## src/rtl/ufd_pkg.sv

```systemverilog
// shared types and constants for the utf-8 to utf-16 decoder
`default_nettype none

package ufd_pkg;

  localparam int UNIT_W      = 21;
  localparam int QUEUE_DEPTH = 4;
  localparam int QPTR_W      = $clog2(QUEUE_DEPTH);
  localparam int QCNT_W      = $clog2(QUEUE_DEPTH + 1);

  localparam logic [UNIT_W-1:0] REPL_UNIT  = 21'h00FFFD;
  localparam logic [UNIT_W-1:0] SUPP_BASE  = 21'h010000;
  localparam logic [UNIT_W-1:0] HIGH_BASE  = 21'h00D800;
  localparam logic [UNIT_W-1:0] LOW_BASE   = 21'h00DC00;

  // what the middle part of a command emits
  typedef enum logic [1:0] {
    MAIN_NONE,
    MAIN_CP,
    MAIN_PAIR,
    MAIN_REPL
  } main_kind_t;

  // one decoded byte: pre replacements, a main item, post replacements
  typedef struct packed {
    logic              eos;
    logic [1:0]        post;
    main_kind_t        kind;
    logic [1:0]        pre;
    logic [UNIT_W-1:0] cp;
  } cmd_t;

endpackage

`default_nettype wire

```

## src/rtl/ufd_front.sv

```systemverilog
// front end: takes utf-8 bytes, tracks the open sequence and issues commands
`default_nettype none

module ufd_front (
  input  wire logic          clk,
  input  wire logic          rst,
  input  wire logic          in_valid,
  output logic               in_ready,
  input  wire logic [7:0]    byte_in,
  input  wire logic          end_of_string,
  input  wire logic          wide_units,
  input  wire logic          queue_full,
  output logic               push,
  output ufd_pkg::cmd_t      cmd
);

  logic [ufd_pkg::UNIT_W-1:0] partial;
  logic [ufd_pkg::UNIT_W-1:0] partial_next;
  logic [1:0]                 needed;
  logic [1:0]                 needed_next;
  logic [1:0]                 held;
  logic [1:0]                 held_next;
  logic                       accept;
  logic                       is_cont;

  assign in_ready = !queue_full;
  assign accept   = in_valid && in_ready;
  assign is_cont  = (byte_in[7:6] == 2'b10);

  always_comb begin
    partial_next = partial;
    needed_next  = needed;
    held_next    = held;
    cmd          = '0;
    cmd.kind     = ufd_pkg::MAIN_NONE;
    cmd.eos      = end_of_string;
    if (needed != 2'd0 && is_cont) begin
      partial_next = {partial[ufd_pkg::UNIT_W-7:0], byte_in[5:0]};
      needed_next  = needed - 2'd1;
      held_next    = held + 2'd1;
      if (needed_next == 2'd0) begin
        cmd.kind     = ufd_pkg::MAIN_CP;
        cmd.cp       = partial_next;
        partial_next = '0;
        held_next    = 2'd0;
      end
    end else begin
      if (needed != 2'd0) begin
        // broken sequence: one replacement per held byte, then a fresh lead
        cmd.pre      = held;
        partial_next = '0;
        needed_next  = 2'd0;
        held_next    = 2'd0;
      end
      priority if (byte_in[7] == 1'b0) begin
        cmd.kind = ufd_pkg::MAIN_CP;
        cmd.cp   = {13'd0, byte_in};
      end else if (byte_in[7:5] == 3'b110) begin
        partial_next = {16'd0, byte_in[4:0]};
        needed_next  = 2'd1;
        held_next    = 2'd1;
      end else if (byte_in[7:4] == 4'b1110) begin
        partial_next = {17'd0, byte_in[3:0]};
        needed_next  = 2'd2;
        held_next    = 2'd1;
      end else if (byte_in[7:3] == 5'b11110) begin
        partial_next = {18'd0, byte_in[2:0]};
        needed_next  = 2'd3;
        held_next    = 2'd1;
      end else begin
        cmd.kind = ufd_pkg::MAIN_REPL;
        cmd.cp   = ufd_pkg::REPL_UNIT;
      end
    end
    if (cmd.kind == ufd_pkg::MAIN_CP && !wide_units && (cmd.cp[20:16] != 5'd0)) begin
      cmd.kind = ufd_pkg::MAIN_PAIR;
    end
    // incomplete sequence at end of string
    if (end_of_string) begin
      if (needed_next != 2'd0) begin
        cmd.post = held_next;
      end
      partial_next = '0;
      needed_next  = 2'd0;
      held_next    = 2'd0;
    end
  end

  assign push = accept &&
                (cmd.pre != 2'd0 || cmd.kind != ufd_pkg::MAIN_NONE || cmd.post != 2'd0);

  always_ff @(posedge clk) begin
    if (rst) begin
      partial <= '0;
      needed  <= 2'd0;
      held    <= 2'd0;
    end else if (accept) begin
      partial <= partial_next;
      needed  <= needed_next;
      held    <= held_next;
    end
  end

endmodule

`default_nettype wire

```

## src/rtl/ufd_queue.sv

```systemverilog
// small flop queue of commands between front and back end
`default_nettype none

module ufd_queue (
  input  wire logic          clk,
  input  wire logic          rst,
  input  wire logic          push,
  input  ufd_pkg::cmd_t      push_cmd,
  input  wire logic          pop,
  output ufd_pkg::cmd_t      head,
  output logic               not_empty,
  output logic               full
);

  ufd_pkg::cmd_t                entries [ufd_pkg::QUEUE_DEPTH];
  logic [ufd_pkg::QPTR_W-1:0]   wr_ptr;
  logic [ufd_pkg::QPTR_W-1:0]   rd_ptr;
  logic [ufd_pkg::QCNT_W-1:0]   count;

  assign head      = entries[rd_ptr];
  assign not_empty = (count != '0);
  assign full      = (count == ufd_pkg::QCNT_W'(ufd_pkg::QUEUE_DEPTH));

  always_ff @(posedge clk) begin
    if (push) begin
      entries[wr_ptr] <= push_cmd;
    end
  end

  always_ff @(posedge clk) begin
    if (rst) begin
      wr_ptr <= '0;
      rd_ptr <= '0;
      count  <= '0;
    end else begin
      if (push) begin
        wr_ptr <= wr_ptr + 1'b1;
      end
      if (pop) begin
        rd_ptr <= rd_ptr + 1'b1;
      end
      unique case ({push, pop})
        2'b10:   count <= count + 1'b1;
        2'b01:   count <= count - 1'b1;
        default: count <= count;
      endcase
    end
  end

  a_no_push_when_full: assert property (@(posedge clk) disable iff (rst)
    !(push && full))
    else $error("command pushed into full queue");

  a_no_pop_when_empty: assert property (@(posedge clk) disable iff (rst)
    pop |-> not_empty)
    else $error("command popped from empty queue");

endmodule

`default_nettype wire

```

## src/rtl/ufd_back.sv

```systemverilog
// back end: expands each command into output words, one per cycle unless the output stalls
`default_nettype none

module ufd_back (
  input  wire logic                        clk,
  input  wire logic                        rst,
  input  ufd_pkg::cmd_t                    head,
  input  wire logic                        head_valid,
  output logic                             pop,
  output logic                             out_valid,
  input  wire logic                        out_ready,
  output logic [ufd_pkg::UNIT_W-1:0]       out_unit,
  output logic                             out_repl,
  output logic                             out_run_last,
  output logic                             out_done
);

  logic [1:0]                  idx;
  logic [3:0]                  pos;
  logic [3:0]                  pre_w;
  logic [3:0]                  main_n;
  logic [3:0]                  main_end;
  logic [3:0]                  total;
  logic                        load;
  logic                        is_last;
  logic [ufd_pkg::UNIT_W-1:0]  supp;
  logic [ufd_pkg::UNIT_W-1:0]  unit_sel;
  logic                        repl_sel;

  assign supp  = head.cp - ufd_pkg::SUPP_BASE;
  assign pos   = {2'd0, idx};
  assign pre_w = {2'd0, head.pre};

  always_comb begin
    unique case (head.kind)
      ufd_pkg::MAIN_NONE: main_n = 4'd0;
      ufd_pkg::MAIN_PAIR: main_n = 4'd2;
      default:            main_n = 4'd1;
    endcase
  end

  assign main_end = pre_w + main_n;
  assign total    = main_end + {2'd0, head.post};
  assign is_last  = (pos == total - 4'd1);
  assign load     = head_valid && (!out_valid || out_ready);
  assign pop      = load && is_last;

  always_comb begin
    unit_sel = ufd_pkg::REPL_UNIT;
    repl_sel = 1'b1;
    if (pos >= pre_w && pos < main_end) begin
      unique case (head.kind)
        ufd_pkg::MAIN_CP: begin
          unit_sel = head.cp;
          repl_sel = 1'b0;
        end
        ufd_pkg::MAIN_PAIR: begin
          repl_sel = 1'b0;
          if (pos == pre_w) begin
            unit_sel = ufd_pkg::HIGH_BASE + {10'd0, supp[20:10]};
          end else begin
            unit_sel = ufd_pkg::LOW_BASE + {11'd0, supp[9:0]};
          end
        end
        default: begin
          unit_sel = ufd_pkg::REPL_UNIT;
          repl_sel = 1'b1;
        end
      endcase
    end
  end

  always_ff @(posedge clk) begin
    if (load) begin
      out_unit     <= unit_sel;
      out_repl     <= repl_sel;
      out_run_last <= is_last;
      out_done     <= is_last && head.eos;
    end
  end

  always_ff @(posedge clk) begin
    if (rst) begin
      out_valid <= 1'b0;
      idx       <= 2'd0;
    end else begin
      if (load) begin
        out_valid <= 1'b1;
        idx       <= is_last ? 2'd0 : idx + 2'd1;
      end else if (out_ready) begin
        out_valid <= 1'b0;
      end
    end
  end

  a_done_is_run_last: assert property (@(posedge clk) disable iff (rst)
    (out_valid && out_done) |-> out_run_last)
    else $error("string end on a word that does not close its byte");

  a_idx_resets_after_pop: assert property (@(posedge clk) disable iff (rst)
    pop |=> (idx == 2'd0))
    else $error("word index not cleared after command completes");

endmodule

`default_nettype wire

```

## src/rtl/utf8_to_utf16_decoder_unit.sv

```systemverilog
// top level of the utf-8 to utf-16 decoder
`default_nettype none

// Decodes a UTF-8 byte stream into UTF-16 code units, or whole code points
// when wide_units (cfg_data[0]) is set. One byte is accepted per cycle while
// the four-entry command queue between the front and back end has room. The
// back end sends one word per cycle unless the output stalls; a byte yields no
// words while a sequence is open, one for an ASCII byte and up to four for
// errors and surrogate pairs, and the output word register is the only rate
// limit. A byte's command passes through the queue into the output word
// register. No overlong, surrogate or range checks are made; bad input gives
// U+FFFD words flagged in tuser. Write the configuration only while idle.
module utf8_to_utf16_decoder_unit (
  input  wire logic        clk,
  input  wire logic        rst,
  input  wire logic        cfg_valid,
  output logic             cfg_ready,
  input  wire logic        cfg_data,       // wide_units
  input  wire logic        s_axis_tvalid,
  output logic             s_axis_tready,
  input  wire logic [7:0]  s_axis_tdata,   // byte_in
  input  wire logic        s_axis_tlast,   // end_of_string
  output logic             m_axis_tvalid,
  input  wire logic        m_axis_tready,
  output logic [23:0]      m_axis_tdata,   // unit[20:0], zero pad
  output logic [1:0]       m_axis_tuser,   // is_replacement, string_done
  output logic             m_axis_tlast    // run_last
);

  logic                       wide_units;
  logic                       push;
  logic                       pop;
  logic                       q_full;
  logic                       q_not_empty;
  ufd_pkg::cmd_t              front_cmd;
  ufd_pkg::cmd_t              head_cmd;
  logic [ufd_pkg::UNIT_W-1:0] unit;
  logic                       repl;
  logic                       done;

  assign cfg_ready = 1'b1;

  always_ff @(posedge clk) begin
    if (rst) begin
      wide_units <= 1'b0;
    end else if (cfg_valid && cfg_ready) begin
      wide_units <= cfg_data;
    end
  end

  ufd_front u_front (
    .clk           (clk),
    .rst           (rst),
    .in_valid      (s_axis_tvalid),
    .in_ready      (s_axis_tready),
    .byte_in       (s_axis_tdata),
    .end_of_string (s_axis_tlast),
    .wide_units    (wide_units),
    .queue_full    (q_full),
    .push          (push),
    .cmd           (front_cmd)
  );

  ufd_queue u_queue (
    .clk       (clk),
    .rst       (rst),
    .push      (push),
    .push_cmd  (front_cmd),
    .pop       (pop),
    .head      (head_cmd),
    .not_empty (q_not_empty),
    .full      (q_full)
  );

  ufd_back u_back (
    .clk          (clk),
    .rst          (rst),
    .head         (head_cmd),
    .head_valid   (q_not_empty),
    .pop          (pop),
    .out_valid    (m_axis_tvalid),
    .out_ready    (m_axis_tready),
    .out_unit     (unit),
    .out_repl     (repl),
    .out_run_last (m_axis_tlast),
    .out_done     (done)
  );

  assign m_axis_tdata = {3'd0, unit};
  assign m_axis_tuser = {done, repl};

endmodule

`default_nettype wire
```

## config.mk

```make
export PLATFORM = sky130hd
export DESIGN_NAME = utf8_to_utf16_decoder_unit
export DESIGN_NICKNAME = d
export VERILOG_FILES = /design/src/rtl/ufd_pkg.sv /design/src/rtl/ufd_front.sv /design/src/rtl/ufd_queue.sv /design/src/rtl/ufd_back.sv /design/src/rtl/utf8_to_utf16_decoder_unit.sv
export SDC_FILE = /design/constraint.sdc
export NUM_CORES = 1
export LEC_CHECK = 0
export CELL_PAD_IN_SITES_DETAIL_PLACEMENT = 0
export CELL_PAD_IN_SITES_GLOBAL_PLACEMENT = 2
export CORE_UTILIZATION = 49
export CTS_CLUSTER_DIAMETER = 200
export CTS_CLUSTER_SIZE = 14
export DETAILED_ROUTE_END_ITERATION = 10
export DONT_BUFFER_PORTS = 1
export PLACE_DENSITY = 0.95
export SKIP_LAST_GASP = 1
export SLEW_MARGIN = 20
export SYNTH_ARGS = -nofsm -noshare
export SYNTH_HDL_FRONTEND = slang
export SYNTH_SLANG_ARGS = --single-unit
```

## constraint.sdc

```tcl
create_clock -name clk -period 8.6 [get_ports clk]
set_input_delay 1.72 -clock clk [delete_from_list [all_inputs] [get_ports clk]]
set_output_delay 1.72 -clock clk [all_outputs]
set_load 0.005 [all_outputs]
```

==> results.sh, run 1 <==
export IMPL_outcome="finished clean"
export IMPL_grt_overflow=0
export IMPL_cts_buffer_depth=2
export IMPL_cts_tree="built"
export IMPL_grt_max_degree=34
export IMPL_ys_seq_area_frac=0.650
export IMPL_initial_utilization=0.502
export IMPL_critPathCaptureType="flip-flop"
export IMPL_clock_latency_ns=0.42
export IMPL_wl_um=13600
export IMPL_ios=45
export IMPL_cts_resized_gates=0
export IMPL_fin_crit_sh=0.696
export IMPL_tightest_slew_ns=1.08
export IMPL_cts_sinks=168
export IMPL_antenna_found_initial=0
export IMPL_crit_arrival_ns=6.34
export IMPL_synthMuxAreaShare=0.100
export IMPL_pre_cts_slack_ns=2.61
export IMPL_ys_flop_type="edfxtp_1"
export IMPL_mostFrequentLayoutCells="edfxtp_1, nor2_1, dfxtp_1"
export IMPL_synth_top_cell_by_area="edfxtp_1"
export IMPL_cap_violations=0
export IMPL_synth_warnings=0
export IMPL_drtIter0Drc=324
export IMPL_ctsHoldBuffers=0
export IMPL_yosys_top_cells_area="edfxtp_1, dfxtp_1, mux4_2, ha_1, nor2_1"
export IMPL_slew_violations=0
export IMPL_drive_gt1_frac=0.150
export IMPL_cts_root_buffer="clkbuf_16"
export IMPL_core_area_mm2=0.0145
export IMPL_die_h_um=124
export IMPL_diodes=0
export IMPL_post_cts_buffers=0
export IMPL_synth_compound_area_frac=0.0839
export IMPL_final_common_cell="edfxtp_1"
export IMPL_setup_tns_ns=0
export IMPL_synth_simple_area_share=0.0840
export IMPL_synth_area_mm2=0.00727
export IMPL_skew_ns=0.0125
export IMPL_synth_top_family_by_area="multiplexers"
export IMPL_vias=4064
export IMPL_finalWorstSetupSlack_ns=2.61
export IMPL_vias_per_cell=5.78
export IMPL_syn_to_final_growth_pct=10.5
export IMPL_htreeDepth=4
export IMPL_peakVddDrop_mv=0.150
export IMPL_die_x_um=124
export IMPL_first_pass_iters=5
export IMPL_port_buffers=0
export IMPL_rows=44
export IMPL_cts_buffers=17
export IMPL_hpwl_um=9010
export IMPL_slew_limit_headroom=0.279
export IMPL_synthAdderAreaFrac=0.0375
export IMPL_worstPathMaxFanout=28
export IMPL_synthArstFlopShare=0
export IMPL_place_area_mm2=0.00741
export IMPL_ys_seq_elements=168
export IMPL_period_needed_ns=5.99
export IMPL_syn_inst=507
export IMPL_postLayoutCellArea_mm2=0.00803
export IMPL_criticalPathCategory="reg -> reg"
export IMPL_rsz0062_at_grt="no"
export IMPL_clk_pin_slew_worst_paths_ns=0.06
export IMPL_setup_violations=0
export IMPL_totalPowerFinal_mw=2.29
export IMPL_syn_area_per_cell_um2=14.3
export IMPL_post_drt_wl_per_cell_um=19.3
export IMPL_leakage_nw=2.82
export IMPL_grt_pass1_wl_um=21000
export IMPL_die_area_mm2=0.0153
export IMPL_startpoint_type="flip-flop"
export IMPL_synth_top_area_frac=0.562
export IMPL_hold_ws_ns=0.506
export IMPL_cellPowerDensity_mw_per_mm2=285
export IMPL_final_antenna_net_count=0
export IMPL_required_ns=8.95
export IMPL_finalWeightedCongestion=0.818
export IMPL_drcViolationCount=0
export IMPL_hold_viol=0
export IMPL_grt_usage=0.190
export IMPL_synth_distinct_cells=55
export IMPL_synth_xor_area_frac=0.0121
export IMPL_hp_class="reg -> reg"
export IMPL_nets=541
export IMPL_timing_fmax_ghz=0.167
export IMPL_synth_enable_flop_cells=136
export IMPL_grt_pass1_vias=3985
[critical path, cell delays in order (launching register included)]
cell	delay [ns]
dfxtp_2	0.98
mux4_2	0.65
inv_1	0.08
ha_1	0.23
clkinv_1	0.29
fa_1	0.58
ha_1	0.29
inv_1	0.04
ha_1	0.19
fa_1	0.39
xor2_1	0.19
nor4_2	0.45
and2b_1	0.26
ha_1	0.21
inv_1	0.06
fa_1	0.38
xor2_1	0.17
or3_1	0.32
a21oi_1	0.16
[through the flow]
step,cells,util
floorplan,509,-
global placement,671,0.512
detailed placement,671,0.512
CTS,703,0.554
global route,703,0.554
finish,703,0.554
[report_power, final]
| group | total, mW | internal (mW) | switching (mW) |
|---|---|---|---|
| sequential | 1.08 | 1.01 | 0.0658 |
| clock | 0.773 | 0.455 | 0.317 |
| combinational | 0.438 | 0.178 | 0.259 |
| total | 2.29 | 1.65 | 0.642 |
[sequential cells by signal (all words and copies together) (netlist names), 2 cells and up, named ones only]
register	count
u_front.needed	2
u_back.idx	2
u_back.out_unit	21
u_front.partial	15
u_queue.entries	112
u_queue.count	3
u_queue.wr_ptr	2
u_front.held	2
u_queue.rd_ptr	2
[cell usage after synthesis, types with 6 or more instances]
library cell / instances
a21o_1: 16
a21oi_1: 30
a22oi_1: 14
and2_1: 13
and3_1: 8
buf_2: 6
buf_4: 6
clkbuf_1: 14
dfxtp_1: 32
edfxtp_1: 136
ha_1: 17
inv_1: 23
mux2i_1: 7
mux4_2: 28
nand2_1: 28
nand2b_1: 7
nor2_1: 48
o21ai_0: 15
[final timing paths]
| check | from | endpoint | slack [ns] | cells past startpoint |
|---|---|---|---|---|
| max | flip-flop | u_queue.count[2] | 2.61 | 18 |
| min | u_front.partial[3] | u_front.partial[3] | 0.51 | 2 |
| max reg2reg | flip-flop | u_queue.count[2] | 2.61 | 18 |
| min reg2reg | u_front.partial[3] | u_front.partial[3] | 0.51 | 2 |
[metal layers]
metal  vias to the layer above  track usage  wire [µm]
met3                        22       0.0458        698
met5                         -            0          0
li1                       1875            -          -
met1                      2005        0.258       6290
met4                         0       0.0798        267
met2                       162        0.292       6330
[area by class of cell]
cell class                 count  area [µm²]
multi-input combinational    289        2320
tap                          184         230
inverter                      25        93.8
clock inverter                 8        68.8
sequential                   168        4730
clock buffer                  24         549
fill                        1109        6450
timing repair buffer           5        37.5
[logic make-up after synthesis]
| kind of cell | Yosys count |
|---|---|
| xor gates and xnor gates | 10 |
| other | 2 |
| buffers and inverters | 52 |
| and+or+nand+nor | 124 |
| muxes | 37 |
| AOI/OAI and AO/OA | 94 |
| adders and majority gates | 20 |
| DFF | 168 |
Power figures use the tool's default switching activity.
==> run 2: changes to the inputs <==
CORE_UTILIZATION = 46   (was 49)
PLACE_DENSITY = 0.91   (was 0.95)
clock period = 6.15 ns   (was 8.6 ns; I/O delays follow)
==> results.sh, run 2 (same netlist as run 1, synthesis figures left out) <==
export IMPL_largest_register="u_queue.entries"
export IMPL_wl_um=13800
export IMPL_skew_ns=0.0201
export IMPL_top_regs="u_queue.entries x112, u_back.out_unit x21, u_front.partial x15"
export IMPL_period_needed_ns=5.33
export IMPL_clk_pin_slew_worst_paths_ns=0.07
export IMPL_syn_to_final_growth_pct=11.2
export IMPL_startpoint_type="flip-flop"
export IMPL_final_common_cell="edfxtp_1"
export IMPL_grt_max_degree=34
export IMPL_worstPathMaxFanout=17
export IMPL_crit_arrival_ns=5.68
export IMPL_vias_per_cell=5.46
export IMPL_slew_violations=0
export IMPL_required_ns=6.51
export IMPL_leakage_nw=2.83
export IMPL_setup_tns_ns=0
export IMPL_cts_resized_gates=0
export IMPL_cts_buffer_depth=2
export IMPL_cts_root_buffer="clkbuf_16"
export IMPL_fin_crit_sh=0.866
export IMPL_cellPowerDensity_mw_per_mm2=399
export IMPL_drtIter0Drc=256
export IMPL_hold_ws_ns=0.502
export IMPL_htreeDepth=4
export IMPL_ios=45
export IMPL_timing_fmax_ghz=0.188
export IMPL_critPathCaptureType="flip-flop"
export IMPL_grt_pass1_vias=3949
export IMPL_largest_reg_flops=112
export IMPL_hpwl_um=9100
export IMPL_initial_utilization=0.474
export IMPL_diodes=0
export IMPL_nets=543
export IMPL_antenna_found_initial=0
export IMPL_post_drt_wl_per_cell_um=18.8
export IMPL_criticalPathCategory="reg -> reg"
export IMPL_finalWeightedCongestion=0.766
export IMPL_core_area_mm2=0.0153
export IMPL_slew_limit_headroom=0.273
export IMPL_drcViolationCount=0
export IMPL_final_antenna_net_count=0
export IMPL_die_h_um=128
export IMPL_pre_cts_slack_ns=0.787
export IMPL_setup_violations=0
export IMPL_clock_latency_ns=0.43
export IMPL_r2r_cells=19
export IMPL_grt_overflow=0
export IMPL_tightest_slew_ns=1.08
export IMPL_outcome="finished clean"
export IMPL_endpoint="u_queue.count[2]"
export IMPL_peakVddDrop_mv=0.197
export IMPL_cts_buffers=17
export IMPL_grt_usage=0.182
export IMPL_cap_violations=0
export IMPL_rows=45
export IMPL_hold_viol=0
export IMPL_hp_class="reg -> reg"
export IMPL_fin_util=0.527
export IMPL_grt_pass1_wl_um=21700
export IMPL_post_cts_buffers=0
export IMPL_vias=3997
export IMPL_totalPowerFinal_mw=3.22
export IMPL_drive_gt1_frac=0.154
export IMPL_rsz0062_at_grt="no"
export IMPL_cts_tree="built"
export IMPL_timing_rr_end="u_queue.count[2]"
export IMPL_ctsHoldBuffers=0
export IMPL_first_pass_iters=5
export IMPL_die_x_um=128
export IMPL_cts_sinks=168
export IMPL_finalWorstSetupSlack_ns=0.821
export IMPL_port_buffers=0
export IMPL_mostFrequentLayoutCells="edfxtp_1, nor2_1, dfxtp_1"
export IMPL_reg2reg_setup_slack_ns=0.82
export IMPL_die_area_mm2=0.0163
==> run 2: changes by cell type in the layout (fill, tap and decap cells not counted), sizes merged <==
cell    change
buf         +2
bufinv      +2
clkbuf      -6
clkinv      +1
inv         +3
==> run 2: layout make-up <==
| cell class | instances | area, µm² |
|---|---|---|
| Timing Repair Buffer | 7 | 52.6 |
| Inverter | 25 | 93.8 |
| Tap cell | 211 | 264 |
| Fill cell | 1274 | 7240 |
| Sequential cell | 168 | 4730 |
| Clock inverter | 14 | 180 |
| Clock buffer | 18 | 439 |
| Multi-Input combinational cell | 289 | 2320 |
==> run 2: worst min-delay path by stage <==
stage                  startpoint                 end  slack [ns]  cells after the start
3_3_place_gp   u_front.partial[9]  u_front.partial[9]        0.48                      2
3_5_place_dp   u_front.partial[9]  u_front.partial[9]        0.49                      2
2_1_floorplan          wide_units          wide_units        0.46                      2
5_1_grt         u_queue.wr_ptr[1]   u_queue.wr_ptr[1]        0.55                      2
6_report       u_front.partial[9]  u_front.partial[9]        0.50                      2
4_1_cts        u_front.partial[9]  u_front.partial[9]        0.50                      2
==> run 2: power by group <==
group / leakage (nW) / internal (mW) / switching [mW]
clock network: 0.305 / 0.630 / 0.463
logic: 1.02 / 0.255 / 0.394
registers: 1.51 / 1.42 / 0.0615
==> run 2: metrics by stage <==
stage	instances	cell area, µm²
final	732	8080
after global routing	732	8080
after CTS	732	8080
after detailed placement	700	7460
after global placement	700	7460
after floorplan	509	7270
==> run 2: routing by layer <==
layer / vias up / global-route usage / wire (µm)
met4: 0 / 0.0678 / 164
li1: 1886 / - / -
met1: 1964 / 0.242 / 6120
met5: - / 0 / 0
met2: 134 / 0.293 / 6730
met3: 13 / 0.0409 / 740
==> run 2: worst max-delay path, stage by stage, from the launching register on <==
cell and delay [ns]:
dfxtp_2 0.34, buf_4 0.23, buf_4 0.38, mux4_2 0.57
ha_1 0.20, inv_1 0.07, fa_1 0.43, ha_1 0.29
inv_1 0.04, ha_1 0.19, fa_1 0.39, xor2_1 0.19
nor4_2 0.45, and2b_1 0.25, ha_1 0.19, inv_1 0.05
fa_1 0.37, xor2_1 0.16, or3_1 0.32, a21oi_1 0.14
